$ cat config.mk
export PLATFORM = sky130hd
export DESIGN_NAME = block_scatter_address_generator_flat
export DESIGN_NICKNAME = d
export VERILOG_FILES = /design/src/rtl/core/bsag_pkg.sv /design/src/rtl/core/bsag_if.sv /design/src/rtl/core/bsag_front.sv /design/src/rtl/core/bsag_back.sv /design/src/rtl/core/block_scatter_address_generator.sv /design/src/flat_wrapper.sv
export SDC_FILE = /design/constraint.sdc
export NUM_CORES = 2
export LEC_CHECK = 0
export BUFFER_PORTS_ARGS = -buffer_cell sky130_fd_sc_hd__buf_2
export CAP_MARGIN = 15
export CORE_MARGIN = 2
export CORE_UTILIZATION = 35
export DETAILED_ROUTE_END_ITERATION = 6
export SLEW_MARGIN = 20
export SYNTH_ARGS = -nofsm -noshare
export SYNTH_HDL_FRONTEND = slang
export SYNTH_SLANG_ARGS = --single-unit
$ cat constraint.sdc
create_clock -name clk -period 19.6 [get_ports clk]
set_input_delay 2.94 -clock clk [delete_from_list [all_inputs] [get_ports clk]]
set_output_delay 2.94 -clock clk [all_outputs]
set_load 0.01 [all_outputs]
$ cat src/rtl/core/bsag_pkg.sv
// ----------------------------------------------------------------------------
// bsag_pkg
// Shared constants, types and helpers of the block scatter address generator.
// ----------------------------------------------------------------------------
package bsag_pkg;

  localparam int Rank       = 4;
  localparam int ExtentBits = 12;

  localparam int NumFields  = 4;
  localparam int OffW       = 12;
  localparam int ExtW       = 13;
  localparam int AddrW      = 48;
  localparam int ValW       = 64;
  localparam int CfgIdxW    = $clog2(NumFields);

  localparam int QueueDepth = 2;
  localparam int QPtrW      = (QueueDepth > 1) ? $clog2(QueueDepth) : 1;
  localparam int QCntW      = $clog2(QueueDepth + 1);

  typedef enum logic {
    ST_RUN,
    ST_SETUP
  } bsag_state_t;

  typedef enum logic [1:0] {
    PH_OFF,
    PH_SPAN,
    PH_STRIDE
  } bsag_phase_t;

  typedef struct packed {
    logic                                is_elem;
    logic [NumFields-1:0][OffW-1:0]      offset;
    logic [NumFields-1:0][ExtW-1:0]      bext;
    logic [ValW-1:0]                     value;
  } bsag_item_t;

  // zero reads as one, anything above 2^eb reads as 2^eb
  function automatic logic [ExtW-1:0] clamp_ext(input logic [ExtW-1:0] e,
                                                input int unsigned     eb);
    logic [31:0]     lim;
    logic [ExtW-1:0] r;
    lim = 32'd1 << eb;
    r   = e;
    if (e == '0) begin
      r = ExtW'(1);
    end else if (32'(e) > lim) begin
      r = ExtW'(lim);
    end
    return r;
  endfunction

endpackage

$ cat src/rtl/core/bsag_if.sv
// ----------------------------------------------------------------------------
// bsag_in_if / bsag_out_if
// Valid/ready channels for command words in and address words out.
// ----------------------------------------------------------------------------
interface bsag_in_if;
  logic        valid;
  logic        ready;
  logic        command;
  logic [11:0] offset_0;
  logic [11:0] offset_1;
  logic [11:0] offset_2;
  logic [11:0] offset_3;
  logic [12:0] block_extent_0;
  logic [12:0] block_extent_1;
  logic [12:0] block_extent_2;
  logic [12:0] block_extent_3;
  logic [63:0] element_value;

  modport source (
    output valid, command, offset_0, offset_1, offset_2, offset_3,
           block_extent_0, block_extent_1, block_extent_2, block_extent_3,
           element_value,
    input  ready
  );
  modport sink (
    input  valid, command, offset_0, offset_1, offset_2, offset_3,
           block_extent_0, block_extent_1, block_extent_2, block_extent_3,
           element_value,
    output ready
  );
endinterface

interface bsag_out_if;
  logic        valid;
  logic        ready;
  logic [47:0] dense_address;
  logic [63:0] out_value;
  logic        last_in_block;

  modport source (
    output valid, dense_address, out_value, last_in_block,
    input  ready
  );
  modport sink (
    input  valid, dense_address, out_value, last_in_block,
    output ready
  );
endinterface

$ cat src/rtl/core/bsag_front.sv
// ----------------------------------------------------------------------------
// bsag_front
// Accepts command words, clamps extents, holds the dense extent registers and
// queues decoded words for the back end.
// ----------------------------------------------------------------------------
module bsag_front import bsag_pkg::*; #(
  parameter int EXTENT_BITS = ExtentBits
) (
  input  logic                          clk,
  input  logic                          rst_n,
  bsag_in_if.sink                       in_ch,
  input  logic                          cfg_we,
  input  logic [CfgIdxW-1:0]            cfg_index,
  input  logic [ExtW-1:0]               cfg_data,
  output logic                          q_valid,
  output bsag_item_t                    q_item,
  input  logic                          q_pop,
  output logic [NumFields-1:0][ExtW-1:0] dext
);

  logic [NumFields-1:0][ExtW-1:0] dext_r;
  bsag_item_t                     q_mem_r [QueueDepth];
  logic [QPtrW-1:0]               wr_ptr_r, wr_ptr_nxt;
  logic [QPtrW-1:0]               rd_ptr_r, rd_ptr_nxt;
  logic [QCntW-1:0]               cnt_r, cnt_nxt;
  bsag_item_t                     in_item;
  logic                           push;

  always_ff @(posedge clk) begin
    if (!rst_n) begin
      for (int i = 0; i < NumFields; i++) begin
        dext_r[i] <= ExtW'(1);
      end
    end else if (cfg_we) begin
      dext_r[cfg_index] <= clamp_ext(cfg_data, EXTENT_BITS);
    end
  end

  assign dext = dext_r;

  always_comb begin
    in_item.is_elem   = in_ch.command;
    in_item.offset[0] = in_ch.offset_0;
    in_item.offset[1] = in_ch.offset_1;
    in_item.offset[2] = in_ch.offset_2;
    in_item.offset[3] = in_ch.offset_3;
    in_item.bext[0]   = clamp_ext(in_ch.block_extent_0, EXTENT_BITS);
    in_item.bext[1]   = clamp_ext(in_ch.block_extent_1, EXTENT_BITS);
    in_item.bext[2]   = clamp_ext(in_ch.block_extent_2, EXTENT_BITS);
    in_item.bext[3]   = clamp_ext(in_ch.block_extent_3, EXTENT_BITS);
    in_item.value     = in_ch.element_value;
  end

  assign in_ch.ready = (cnt_r != QCntW'(QueueDepth));
  assign push        = in_ch.valid && in_ch.ready;
  assign q_valid     = (cnt_r != '0);
  assign q_item      = q_mem_r[rd_ptr_r];

  always_comb begin
    wr_ptr_nxt = wr_ptr_r;
    rd_ptr_nxt = rd_ptr_r;
    cnt_nxt    = cnt_r;
    if (push) begin
      wr_ptr_nxt = (wr_ptr_r == QPtrW'(QueueDepth - 1)) ? '0 : wr_ptr_r + QPtrW'(1);
    end
    if (q_pop) begin
      rd_ptr_nxt = (rd_ptr_r == QPtrW'(QueueDepth - 1)) ? '0 : rd_ptr_r + QPtrW'(1);
    end
    if (push && !q_pop) begin
      cnt_nxt = cnt_r + QCntW'(1);
    end else if (!push && q_pop) begin
      cnt_nxt = cnt_r - QCntW'(1);
    end
  end

  always_ff @(posedge clk) begin
    if (!rst_n) begin
      wr_ptr_r <= '0;
      rd_ptr_r <= '0;
      cnt_r    <= '0;
    end else begin
      wr_ptr_r <= wr_ptr_nxt;
      rd_ptr_r <= rd_ptr_nxt;
      cnt_r    <= cnt_nxt;
    end
  end

  always_ff @(posedge clk) begin
    if (push) begin
      q_mem_r[wr_ptr_r] <= in_item;
    end
  end

endmodule

$ cat src/rtl/core/bsag_back.sv
// ----------------------------------------------------------------------------
// bsag_back
// Block set-up sequencer (strides, base, per-mode address steps over one shared
// multiplier) and the odometer, one address word per cycle when not stalled.
// ----------------------------------------------------------------------------
module bsag_back import bsag_pkg::*; #(
  parameter int RANK        = Rank,
  parameter int EXTENT_BITS = ExtentBits
) (
  input  logic                           clk,
  input  logic                           rst_n,
  input  logic                           q_valid,
  input  bsag_item_t                     q_item,
  output logic                           q_pop,
  input  logic [NumFields-1:0][ExtW-1:0] dext,
  bsag_out_if.source                     out_ch
);

  localparam int ModeW = (RANK > 1) ? $clog2(RANK) : 1;
  localparam int CmpW  = ((EXTENT_BITS > ExtW) ? EXTENT_BITS : ExtW) + 1;

  bsag_state_t              state_r, state_nxt;
  bsag_phase_t              phase_r, phase_nxt;
  logic [ModeW-1:0]         mode_r, mode_nxt;
  bsag_item_t               beg_r, beg_nxt;
  logic [AddrW-1:0]         stride_r, stride_nxt;
  logic [AddrW-1:0]         span_r, span_nxt;
  logic [AddrW-1:0]         base_r, base_nxt;
  logic [AddrW-1:0]         prod_r, prod_nxt;
  logic [AddrW-1:0]         addr_r, addr_nxt;
  logic [AddrW-1:0]         step_r [RANK];
  logic [AddrW-1:0]         step_nxt [RANK];
  logic [ExtW-1:0]          ext_r [RANK];
  logic [ExtW-1:0]          ext_nxt [RANK];
  logic [EXTENT_BITS-1:0]   cnt_r [RANK];
  logic [EXTENT_BITS-1:0]   cnt_nxt [RANK];
  logic [EXTENT_BITS-1:0]   cnt_adv [RANK];
  logic                     out_valid_r, out_valid_nxt;
  logic [AddrW-1:0]         out_addr_r, out_addr_nxt;
  logic [ValW-1:0]          out_val_r, out_val_nxt;
  logic                     out_last_r, out_last_nxt;

  logic                     out_free, elem_go, beg_go, last_setup;
  logic [OffW-1:0]          off_sel;
  logic [ExtW-1:0]          bext_sel, dext_sel, mul_b;
  logic [AddrW-1:0]         mul_p;
  logic [RANK-1:0]          adv, atend;
  logic                     found, blk_last;
  logic [AddrW-1:0]         step_sel, addr_adv;

  // control outputs
  always_comb begin
    out_free   = !out_valid_r || out_ch.ready;
    elem_go    = (state_r == ST_RUN) && q_valid && q_item.is_elem && out_free;
    beg_go     = (state_r == ST_RUN) && q_valid && !q_item.is_elem;
    q_pop      = elem_go || beg_go;
    last_setup = (state_r == ST_SETUP) && (phase_r == PH_STRIDE) &&
                 (mode_r == ModeW'(RANK - 1));
  end

  // next state
  always_comb begin
    state_nxt = state_r;
    case (state_r)
      ST_RUN:   if (beg_go) state_nxt = ST_SETUP;
      ST_SETUP: if (last_setup) state_nxt = ST_RUN;
      default:  state_nxt = ST_RUN;
    endcase
  end

  // per-mode field select, modes past the fields are offset 0, extent 1
  always_comb begin
    off_sel  = '0;
    bext_sel = ExtW'(1);
    dext_sel = ExtW'(1);
    for (int f = 0; f < NumFields; f++) begin
      if (int'(mode_r) == f) begin
        off_sel  = beg_r.offset[f];
        bext_sel = beg_r.bext[f];
        dext_sel = dext[f];
      end
    end
  end

  always_comb begin
    case (phase_r)
      PH_OFF:    mul_b = ExtW'(off_sel);
      PH_SPAN:   mul_b = bext_sel - ExtW'(1);
      PH_STRIDE: mul_b = dext_sel;
      default:   mul_b = '0;
    endcase
    mul_p = AddrW'(stride_r * mul_b);
  end

  // odometer
  always_comb begin
    found    = 1'b0;
    step_sel = '0;
    for (int m = 0; m < RANK; m++) begin
      adv[m]   = (CmpW'(cnt_r[m]) + CmpW'(1)) < CmpW'(ext_r[m]);
      atend[m] = CmpW'(cnt_r[m]) == (CmpW'(ext_r[m]) - CmpW'(1));
      cnt_adv[m] = cnt_r[m];
    end
    for (int m = 0; m < RANK; m++) begin
      if (!found) begin
        if (adv[m]) begin
          found      = 1'b1;
          cnt_adv[m] = cnt_r[m] + EXTENT_BITS'(1);
          step_sel   = step_r[m];
        end else begin
          cnt_adv[m] = '0;
        end
      end
    end
    blk_last = &atend;
    addr_adv = found ? addr_r + step_sel : base_r;
  end

  // datapath next values
  always_comb begin
    phase_nxt  = phase_r;
    mode_nxt   = mode_r;
    beg_nxt    = beg_r;
    stride_nxt = stride_r;
    span_nxt   = span_r;
    base_nxt   = base_r;
    prod_nxt   = prod_r;
    addr_nxt   = addr_r;
    step_nxt   = step_r;
    ext_nxt    = ext_r;
    cnt_nxt    = cnt_r;
    out_addr_nxt = out_addr_r;
    out_val_nxt  = out_val_r;
    out_last_nxt = out_last_r;
    out_valid_nxt = out_ch.ready ? 1'b0 : out_valid_r;

    if (beg_go) begin
      beg_nxt    = q_item;
      stride_nxt = AddrW'(1);
      span_nxt   = '0;
      base_nxt   = '0;
      mode_nxt   = '0;
      phase_nxt  = PH_OFF;
    end

    if (state_r == ST_SETUP) begin
      case (phase_r)
        PH_OFF: begin
          step_nxt[mode_r] = stride_r - span_r;
          ext_nxt[mode_r]  = bext_sel;
          cnt_nxt[mode_r]  = '0;
          prod_nxt         = mul_p;
          phase_nxt        = PH_SPAN;
        end
        PH_SPAN: begin
          base_nxt  = base_r + prod_r;
          prod_nxt  = mul_p;
          phase_nxt = PH_STRIDE;
        end
        PH_STRIDE: begin
          span_nxt   = span_r + prod_r;
          stride_nxt = mul_p;
          phase_nxt  = PH_OFF;
          if (last_setup) begin
            addr_nxt = base_r;
          end else begin
            mode_nxt = mode_r + ModeW'(1);
          end
        end
        default: phase_nxt = PH_OFF;
      endcase
    end

    if (elem_go) begin
      cnt_nxt       = cnt_adv;
      addr_nxt      = addr_adv;
      out_valid_nxt = 1'b1;
      out_addr_nxt  = addr_r;
      out_val_nxt   = q_item.value;
      out_last_nxt  = blk_last;
    end
  end

  always_ff @(posedge clk) begin
    if (!rst_n) begin
      state_r     <= ST_RUN;
      phase_r     <= PH_OFF;
      mode_r      <= '0;
      base_r      <= '0;
      addr_r      <= '0;
      out_valid_r <= 1'b0;
      for (int m = 0; m < RANK; m++) begin
        ext_r[m] <= ExtW'(1);
        cnt_r[m] <= '0;
      end
    end else begin
      state_r     <= state_nxt;
      phase_r     <= phase_nxt;
      mode_r      <= mode_nxt;
      base_r      <= base_nxt;
      addr_r      <= addr_nxt;
      out_valid_r <= out_valid_nxt;
      ext_r       <= ext_nxt;
      cnt_r       <= cnt_nxt;
    end
  end

  always_ff @(posedge clk) begin
    beg_r      <= beg_nxt;
    stride_r   <= stride_nxt;
    span_r     <= span_nxt;
    prod_r     <= prod_nxt;
    step_r     <= step_nxt;
    out_addr_r <= out_addr_nxt;
    out_val_r  <= out_val_nxt;
    out_last_r <= out_last_nxt;
  end

  assign out_ch.valid         = out_valid_r;
  assign out_ch.dense_address = out_addr_r;
  assign out_ch.out_value     = out_val_r;
  assign out_ch.last_in_block = out_last_r;

endmodule

$ cat src/rtl/core/block_scatter_address_generator.sv
// ----------------------------------------------------------------------------
// block_scatter_address_generator
// Column-major scatter addresses for the elements of one tensor block.
//
//   channel  dir  handshake        word
//   in_ch    in   valid/ready      begin (offsets, extents) or element value
//   out_ch   out  valid/ready      dense address, value, last flag
//   cfg_*    in   cfg_we only      dense extent register write
//
// Element words run one per cycle through odometer and output register while
// no set-up runs and out_ch takes them. A begin word makes three passes of
// the shared stride multiplier per mode. A two-word queue sits between the
// front and the back, so input is taken while a result waits on out_ch.
// Reset (rst_n low, synchronous) clears queue, odometer and output valid.
// ----------------------------------------------------------------------------
module block_scatter_address_generator import bsag_pkg::*; #(
  parameter int RANK        = Rank,
  parameter int EXTENT_BITS = ExtentBits
) (
  input  logic               clk,
  input  logic               rst_n,
  bsag_in_if.sink            in_ch,
  bsag_out_if.source         out_ch,
  input  logic               cfg_we,
  input  logic [CfgIdxW-1:0] cfg_index,
  input  logic [ExtW-1:0]    cfg_data
);

  logic                           q_valid;
  logic                           q_pop;
  bsag_item_t                     q_item;
  logic [NumFields-1:0][ExtW-1:0] dext;

  bsag_front #(
    .EXTENT_BITS (EXTENT_BITS)
  ) u_front (
    .clk       (clk),
    .rst_n     (rst_n),
    .in_ch     (in_ch),
    .cfg_we    (cfg_we),
    .cfg_index (cfg_index),
    .cfg_data  (cfg_data),
    .q_valid   (q_valid),
    .q_item    (q_item),
    .q_pop     (q_pop),
    .dext      (dext)
  );

  bsag_back #(
    .RANK        (RANK),
    .EXTENT_BITS (EXTENT_BITS)
  ) u_back (
    .clk     (clk),
    .rst_n   (rst_n),
    .q_valid (q_valid),
    .q_item  (q_item),
    .q_pop   (q_pop),
    .dext    (dext),
    .out_ch  (out_ch)
  );

endmodule
$ cat src/flat_wrapper.sv
// flat-port wrapper written by rule: the top's interface ports become plain ports
module block_scatter_address_generator_flat import bsag_pkg::*;
#(
  parameter int RANK        = Rank,
  parameter int EXTENT_BITS = ExtentBits
)
  (clk, rst_n, cfg_we, cfg_index, cfg_data, in_ch_valid, in_ch_command, in_ch_offset_0, in_ch_offset_1, in_ch_offset_2, in_ch_offset_3, in_ch_block_extent_0, in_ch_block_extent_1, in_ch_block_extent_2, in_ch_block_extent_3, in_ch_element_value, in_ch_ready, out_ch_valid, out_ch_dense_address, out_ch_out_value, out_ch_last_in_block, out_ch_ready);
  bsag_in_if in_ch_i ();
  bsag_out_if out_ch_i ();
  input  logic clk;
  input  logic rst_n;
  input  logic cfg_we;
  input  logic [CfgIdxW-1:0] cfg_index;
  input  logic [ExtW-1:0] cfg_data;
  input wire logic [$bits(in_ch_i.valid)-1:0] in_ch_valid;
  input wire logic [$bits(in_ch_i.command)-1:0] in_ch_command;
  input wire logic [$bits(in_ch_i.offset_0)-1:0] in_ch_offset_0;
  input wire logic [$bits(in_ch_i.offset_1)-1:0] in_ch_offset_1;
  input wire logic [$bits(in_ch_i.offset_2)-1:0] in_ch_offset_2;
  input wire logic [$bits(in_ch_i.offset_3)-1:0] in_ch_offset_3;
  input wire logic [$bits(in_ch_i.block_extent_0)-1:0] in_ch_block_extent_0;
  input wire logic [$bits(in_ch_i.block_extent_1)-1:0] in_ch_block_extent_1;
  input wire logic [$bits(in_ch_i.block_extent_2)-1:0] in_ch_block_extent_2;
  input wire logic [$bits(in_ch_i.block_extent_3)-1:0] in_ch_block_extent_3;
  input wire logic [$bits(in_ch_i.element_value)-1:0] in_ch_element_value;
  output wire logic [$bits(in_ch_i.ready)-1:0] in_ch_ready;
  output wire logic [$bits(out_ch_i.valid)-1:0] out_ch_valid;
  output wire logic [$bits(out_ch_i.dense_address)-1:0] out_ch_dense_address;
  output wire logic [$bits(out_ch_i.out_value)-1:0] out_ch_out_value;
  output wire logic [$bits(out_ch_i.last_in_block)-1:0] out_ch_last_in_block;
  input wire logic [$bits(out_ch_i.ready)-1:0] out_ch_ready;
  assign in_ch_i.valid = in_ch_valid;
  assign in_ch_i.command = in_ch_command;
  assign in_ch_i.offset_0 = in_ch_offset_0;
  assign in_ch_i.offset_1 = in_ch_offset_1;
  assign in_ch_i.offset_2 = in_ch_offset_2;
  assign in_ch_i.offset_3 = in_ch_offset_3;
  assign in_ch_i.block_extent_0 = in_ch_block_extent_0;
  assign in_ch_i.block_extent_1 = in_ch_block_extent_1;
  assign in_ch_i.block_extent_2 = in_ch_block_extent_2;
  assign in_ch_i.block_extent_3 = in_ch_block_extent_3;
  assign in_ch_i.element_value = in_ch_element_value;
  assign in_ch_ready = in_ch_i.ready;
  assign out_ch_valid = out_ch_i.valid;
  assign out_ch_dense_address = out_ch_i.dense_address;
  assign out_ch_out_value = out_ch_i.out_value;
  assign out_ch_last_in_block = out_ch_i.last_in_block;
  assign out_ch_i.ready = out_ch_ready;
  block_scatter_address_generator #(.RANK(RANK), .EXTENT_BITS(EXTENT_BITS)) u_core (.clk(clk), .rst_n(rst_n), .in_ch(in_ch_i), .out_ch(out_ch_i), .cfg_we(cfg_we), .cfg_index(cfg_index), .cfg_data(cfg_data));
endmodule
# Yosys cells after proc, flatten, opt, wreduce, memory -nomap -nowiden

Memory sizes are Yosys's and may differ from the RTL's. A register that Yosys moved wholly into a read port is not among the register bits.
Cells that the tools add are included.

Mux-type cells: 94
Equal/unequal tests: 14
Reductions and logical operators: 41
$lt $le $gt $ge: 13
$mul: 1
Bitwise operators: 4
Add/sub/neg operators: 22

Operators by type and width:

| cell                  | number |
|---|---|
| $mux 48               | 25 |
| $mux 13               | 22 |
| $bwmux 192            | 1 |
| $add 48x48->48        | 3 |
| $mux 12               | 12 |
| $bwmux 52             | 2 |
| $demux 48 s2          | 1 |
| $gt 13x13->1 const B  | 5 |
| $logic_not 13->1      | 5 |
| $eq 12x14->1          | 4 |
| $sub 13x1->14 const B | 4 |
| $add 12x1->13 const B | 4 |
| $demux 13 s2          | 2 |
| $lt 13x13->1          | 4 |
| $add 12x1->12 const B | 4 |
| $and 48x48->48        | 1 |
| $mul 48x13->48        | 1 |
| $not 48->48           | 1 |
| $sub 48x48->48        | 1 |
| $pmux 13 s3           | 1 |
| $demux 12 s2          | 1 |
| $mux 1                | 17 |
| $mux 2                | 8 |
| $reduce_bool 2->1     | 8 |
| 23 further kinds      | 52 |

Memories kept: 1
Memory bits (writable): 330
Bits of input ports: 185
Register bits: 807
Output and inout port bits: 115
Word-level logic and storage cells: 229

Memories:

| memory                 | depth | bits a word | rd ports | clocked after Yosys merged registers in | write ports | RTL line         | source |
|---|---|---|---|---|---|---|---|
| u_core.u_front.q_mem_r | 2     | 165         | 1        | 1                                       | 1           | bsag_front.sv:22 | `bsag_item_t q_mem_r [QueueDepth];` |

# Logic depth before layout (Yosys ltp)

Word-level depth: 12
Depth in mapped cells: 36
Gate-level depth less buffers: 33

# Cells and area by module

A second synthesis with hierarchy kept.

Cells, all modules: 6,777
Area total of the unflattened synthesis: 70,691.5 µm²

Modules (own cells, without submodules):

| module     | sequential area each (µm²) | area an instance (µm²) | instances | cells an instance |
|---|---|---|---|---|
| bsag_back  | 19,568.8                   | 56,121.3               | 1         | 5,922 |
| bsag_front | 11,050.6                   | 14,570.2               | 1         | 855 |

# Least setup slack after synthesis

No wires, ideal clock.

Path kind: input-to-reg
From: input port in_ch_valid
To: memory u_core.u_front.q_mem_r[0][0] (netlist name), enable pin
Arrival time: 9.876 ns
Library setup time: 0.692 ns
Slack: 9.033 ns
Required time: 18.908 ns
Stages on the path: 2
Path buffers: 0
Cell sequence: nand2_1 -> nor2_1

Cells in the longest elaborated chain, start to end: 3

RTL lines:

| element                      | RTL line           | source |
|---|---|---|
| start: declaration           | flat_wrapper.sv:15 | `input wire logic [$bits(in_ch_i.valid)-1:0] in_ch_valid;` |
| $logic_and 1x1->1            | bsag_front.sv:55   | `assign push = in_ch.valid && in_ch.ready;` |
| $mux 1                       | bsag_front.sv:89   | `if (push) begin` |
| $mux 1 (not written as such) | bsag_front.sv:90   | `q_mem_r[wr_ptr_r] <= in_item;` |
| end: declaration             | bsag_front.sv:22   |  |

Every way passes these cells.

# Final worst setup path

From: register u_core.u_back.mode_r[0]
To: register u_core.u_back.stride_r[44]

Cells in the longest elaborated chain, start to end: 10
Elaborated cells on any way between the ends: 21
Those cells by class: add/sub: 1; mul: 1; eq/ne: 3; mux: 15; reduce/logical: 1

RTL lines:

| element                          | RTL line         | source |
|---|---|---|
| start: declaration               | bsag_back.sv:24  | `logic [ModeW-1:0] mode_r, mode_nxt;` |
| start signal: assignment         | bsag_back.sv:199 | `mode_r <= mode_nxt;` |
| $logic_not 2->1                  | bsag_back.sv:77  | `if (int'(mode_r) == f) begin` |
| $mux 13 (4 in a row)             | bsag_back.sv:77  |  |
| $sub 13x1->13                    | bsag_back.sv:88  | `PH_SPAN: mul_b = bext_sel - ExtW'(1);` |
| $pmux 13 s3 *                    | bsag_back.sv:86  | `case (phase_r)` |
| $mul 48x13->48 *                 | bsag_back.sv:92  | `mul_p = AddrW'(stride_r * mul_b);` |
| net u_core.u_back.mul_p[44]      | bsag_back.sv:46  | `logic [AddrW-1:0] mul_p;` |
| $mux 48 *                        | bsag_back.sv:147 | `case (phase_r)` |
| $mux 48 *                        | bsag_back.sv:146 | `if (state_r == ST_SETUP) begin` |
| net u_core.u_back.stride_nxt[44] | bsag_back.sv:26  | `logic [AddrW-1:0] stride_r, stride_nxt;` |
| end signal: assignment           | bsag_back.sv:210 | `stride_r <= stride_nxt;` |
| end: declaration                 | bsag_back.sv:26  |  |

Mark *: on every way through the listed nets, which the timed path passes. The rest lies on a longest branch.
A chain may end at the register's enable or synchronous reset.

==> results.cfg <==
[global_routing]
track_usage_pct = 18.0
grt_overflow_total = 0
grt_pass1_vias = 51220
grt_pass1_wl_um = 292000
antenna_found_initial = 26
grt_max_degree = 141

[power]
pwr-share-comb_pct = 36.8
power_leakage_uw = 0.0322
ir_drop_v = 0.0000996
power.density_mw_per_mm2 = 120
swShare_pct = 37.7
p_int_uw = 5960
p_sw_uw = 3610
pwr-share-clk_pct = 26.3
seqPwrFrac_pct = 36.9

[floorplanning]
core_region_area_mm2 = 0.202
die_area_mm2 = 0.207
ios = 300
num_rows = 165
die_y_um = 455
initial_core_util_pct = 35.2
die_w_um = 455

[setup_path]
worstPathArrival_ns = 10.70
worstSetupEndpoint = u_core.u_back.stride_r[44]$_DFF_P_
cp-startpoint = u_core.u_back.mode_r[0]$_SDFF_PN0_
ff2ff_setup_slack_ns = 9.61
crit_fanout = 50
worstSetupPathType = flop to flop
cpPeakStageDelay_ns = 0.84
cp-end-kind = flop
cp.required_ns = 20.31
critPathMostFrequentCell = fa_1
r2r-start = u_core.u_back.mode_r[0]$_SDFF_PN0_
start_kind = flop
reg2regPathDepth = 29
slowest_stage = o31ai_1
r2r_end = u_core.u_back.stride_r[44]$_DFF_P_

[logic_synthesis]
yosys_register_bits = 1138
syn_inst = 6937
syn-cell-area_mm2 = 0.0712
synth-edff-count = 783
avgSynthCellArea_um2 = 10.3
yosysSeqAreaShare_pct = 43.0
synth-main-ff-cell = edfxtp_1
async_flop_share_pct = 0
synth.distinct_cells = 90
synth_nets = 7882
synth_top_area_share_pct = 33.0
synth_top_cells_by_area = edfxtp_1, fa_1, dfxtp_1
synth_area_leader_cell = edfxtp_1
synth_warnings = 0

[timing]
clock_skew_ns = 0.0658
tightest_slew_ns = 1.13
finalSetupTns_ns = 0
layout_min_cycle_time_ns = 9.99
slew_headroom_pct = 23.5
maxSlewViolCount = 0
fin_hold_ws_ns = 0.453
setup_viol_count_final = 0
hold_violations = 0
fmax_mhz = 100
timing.final.crit_share_pct = 51.0
grt_setup_unrepaired = false

[drt]
drc = 0
vias = 51545
drt_pass1_iterations = 6
wire_per_inst_um = 19.1
ant_nets = 0
drt_wl_total_um = 189000
dr.first_iter.drc_count = 3503
vias_per_cell = 5.22

[outcome]
status = finished clean

[clocking]
cts_setup_buffers = 0
root_buffer = clkbuf_16
cts_num_sinks = 1138
cts-resized-gates = 0
cts_buffers = 130
worst_skew_pair.late_latency_ns = 0.81
postCtsHoldBufs = 0
clkTransAtPathRegs_ns = 0.06
cts_tree = yes
htreeDepth = 4
clockBufferDepth = 3

[cells_and_area]
area_delta_synth_final_pct = 12.4
layout_commonest_cell = nand2_1
layout_common_cells = nand2_1, edfxtp_1, inv_1
fin_nets = 8034
drive_gt1_share_pct = 11.2

[placed_design]
dpl.hpwl_um = 137000
portBuffers = 299
gp_congestion = 0.896

[hold_path]
hp-class = flop to flop
hold_start = u_core.u_front.dext[30]$_SDFFE_PN0P_

[run]
cap_violations = 0
## area by class of cell
class	count	area [um2]
Timing Repair Buffer	374	2070
Multi-Input combinational cell	4802	37000
Clock inverter	76	1050
Tap cell	2672	3340
Antenna cell	8	20.0
Inverter	643	2430
Sequential cell	1138	30600
Clock buffer	161	3490
Fill cell	19342	122000
## registers in the layout, indices dropped and copies added (netlist names), 2 cells and up, named ones only
register,flops
u_core.u_back.span_r,48
u_core.u_front.cnt_r,2
u_core.u_back.out_ch.dense_address,48
u_core.u_front.dext,52
u_core.u_back.ext_r,52
u_core.u_back.cnt_r,48
u_core.u_back.beg_r,100
u_core.u_back.step_r,192
u_core.u_back.phase_r,2
u_core.u_back.base_r,48
u_core.u_back.addr_r,48
u_core.u_back.stride_r,48
u_core.u_back.out_ch.out_value,64
u_core.u_front.q_mem_r,330
u_core.u_back.prod_r,48
u_core.u_back.mode_r,2
## kinds of logic after synthesis
family	Yosys count	synth area share [%]
AO/OA/AOI/OAI	1418	13.0
multiplexers	178	2.82
flip-flops	1138	43.0
AND/OR/NAND/NOR	2122	13.8
adder cells (fa/ha/maj)	760	18.0
buffers and inverters	997	5.30
XOR/XNOR	324	4.09
## synthesized netlist by cell type, types with 12 or more instances
library cell,count
a211oi_1,51
a21boi_0,14
a21o_1,157
a21oi_1,456
a221o_1,54
a221oi_1,17
a22o_1,22
a22oi_1,47
a311oi_1,35
a31oi_1,53
and2_1,137
and3_1,53
buf_1,25
buf_2,12
clkbuf_1,314
dfxtp_1,355
edfxtp_1,783
fa_1,437
ha_1,323
inv_1,637
mux2_2,169
nand2_1,945
nand2b_1,48
nand3_1,196
nand3b_1,36
nand4_1,41
nor2_1,342
nor2b_1,158
nor3_1,73
nor4_1,30
o211ai_1,33
o21a_1,44
o21ai_0,238
o21bai_1,33
o22ai_1,13
o31ai_1,21
or3_1,17
xnor2_1,203
xor2_1,116
## worst min-delay path by stage
stage               slack [ns]                              endpoint  depth (start not counted)
floorplan                 0.43  u_core.u_front.dext[31]$_SDFFE_PN0P_                          2
global placement          0.44  u_core.u_front.dext[41]$_SDFFE_PN0P_                          2
detailed placement        0.45   u_core.u_front.dext[7]$_SDFFE_PN0P_                          2
CTS                       0.45  u_core.u_front.dext[49]$_SDFFE_PN0P_                          2
global route              0.47  u_core.u_front.dext[41]$_SDFFE_PN0P_                          2
finish                    0.45  u_core.u_front.dext[30]$_SDFFE_PN0P_                          2
## critical path: cells and delay by family, from the launching register on
kind	cells	cell delay, ns
simple gates	5	1.41
flops	1	0.42
xor+xnor	2	0.37
buf+inv	6	0.96
fa+ha+maj	7	2.96
compound gates	9	3.70
## per-layer routing
layer  wire (um)  vias up  GRT usage, %  share of wire [%]
met2       86200     1498          29.0                 46
met5         174        -             0              0.092
li1            -    24360             -                  -
met3       13500      284          4.12                7.2
met1       83800    25375          24.0                 44
met4        5320       28          5.57                2.8
## power by group through the flow
stage	Sequential, uW	Clock, uW	Combinational, uW
after floorplan	3560	0	2370
after global placement	3580	0	3440
after detailed placement	3580	0	3500
after CTS	3540	2570	3520
after global routing	3580	2660	3860
final	3540	2520	3520
## through the flow
step	util [%]	power, uW	setup slack, ns	std cells	area (um2)
3_3_place_gp	37.3	7010	9.87	9629	75400
6_report	39.6	9580	9.61	9874	80000
3_5_place_dp	37.3	7090	9.67	9629	75400
4_1_cts	39.6	9630	9.63	9866	80000
5_1_grt	39.6	10100	8.97	9871	80000
2_1_floorplan	-	5930	9.03	6937	71200
No activity file was read; power rests on OpenSTA's default activity.
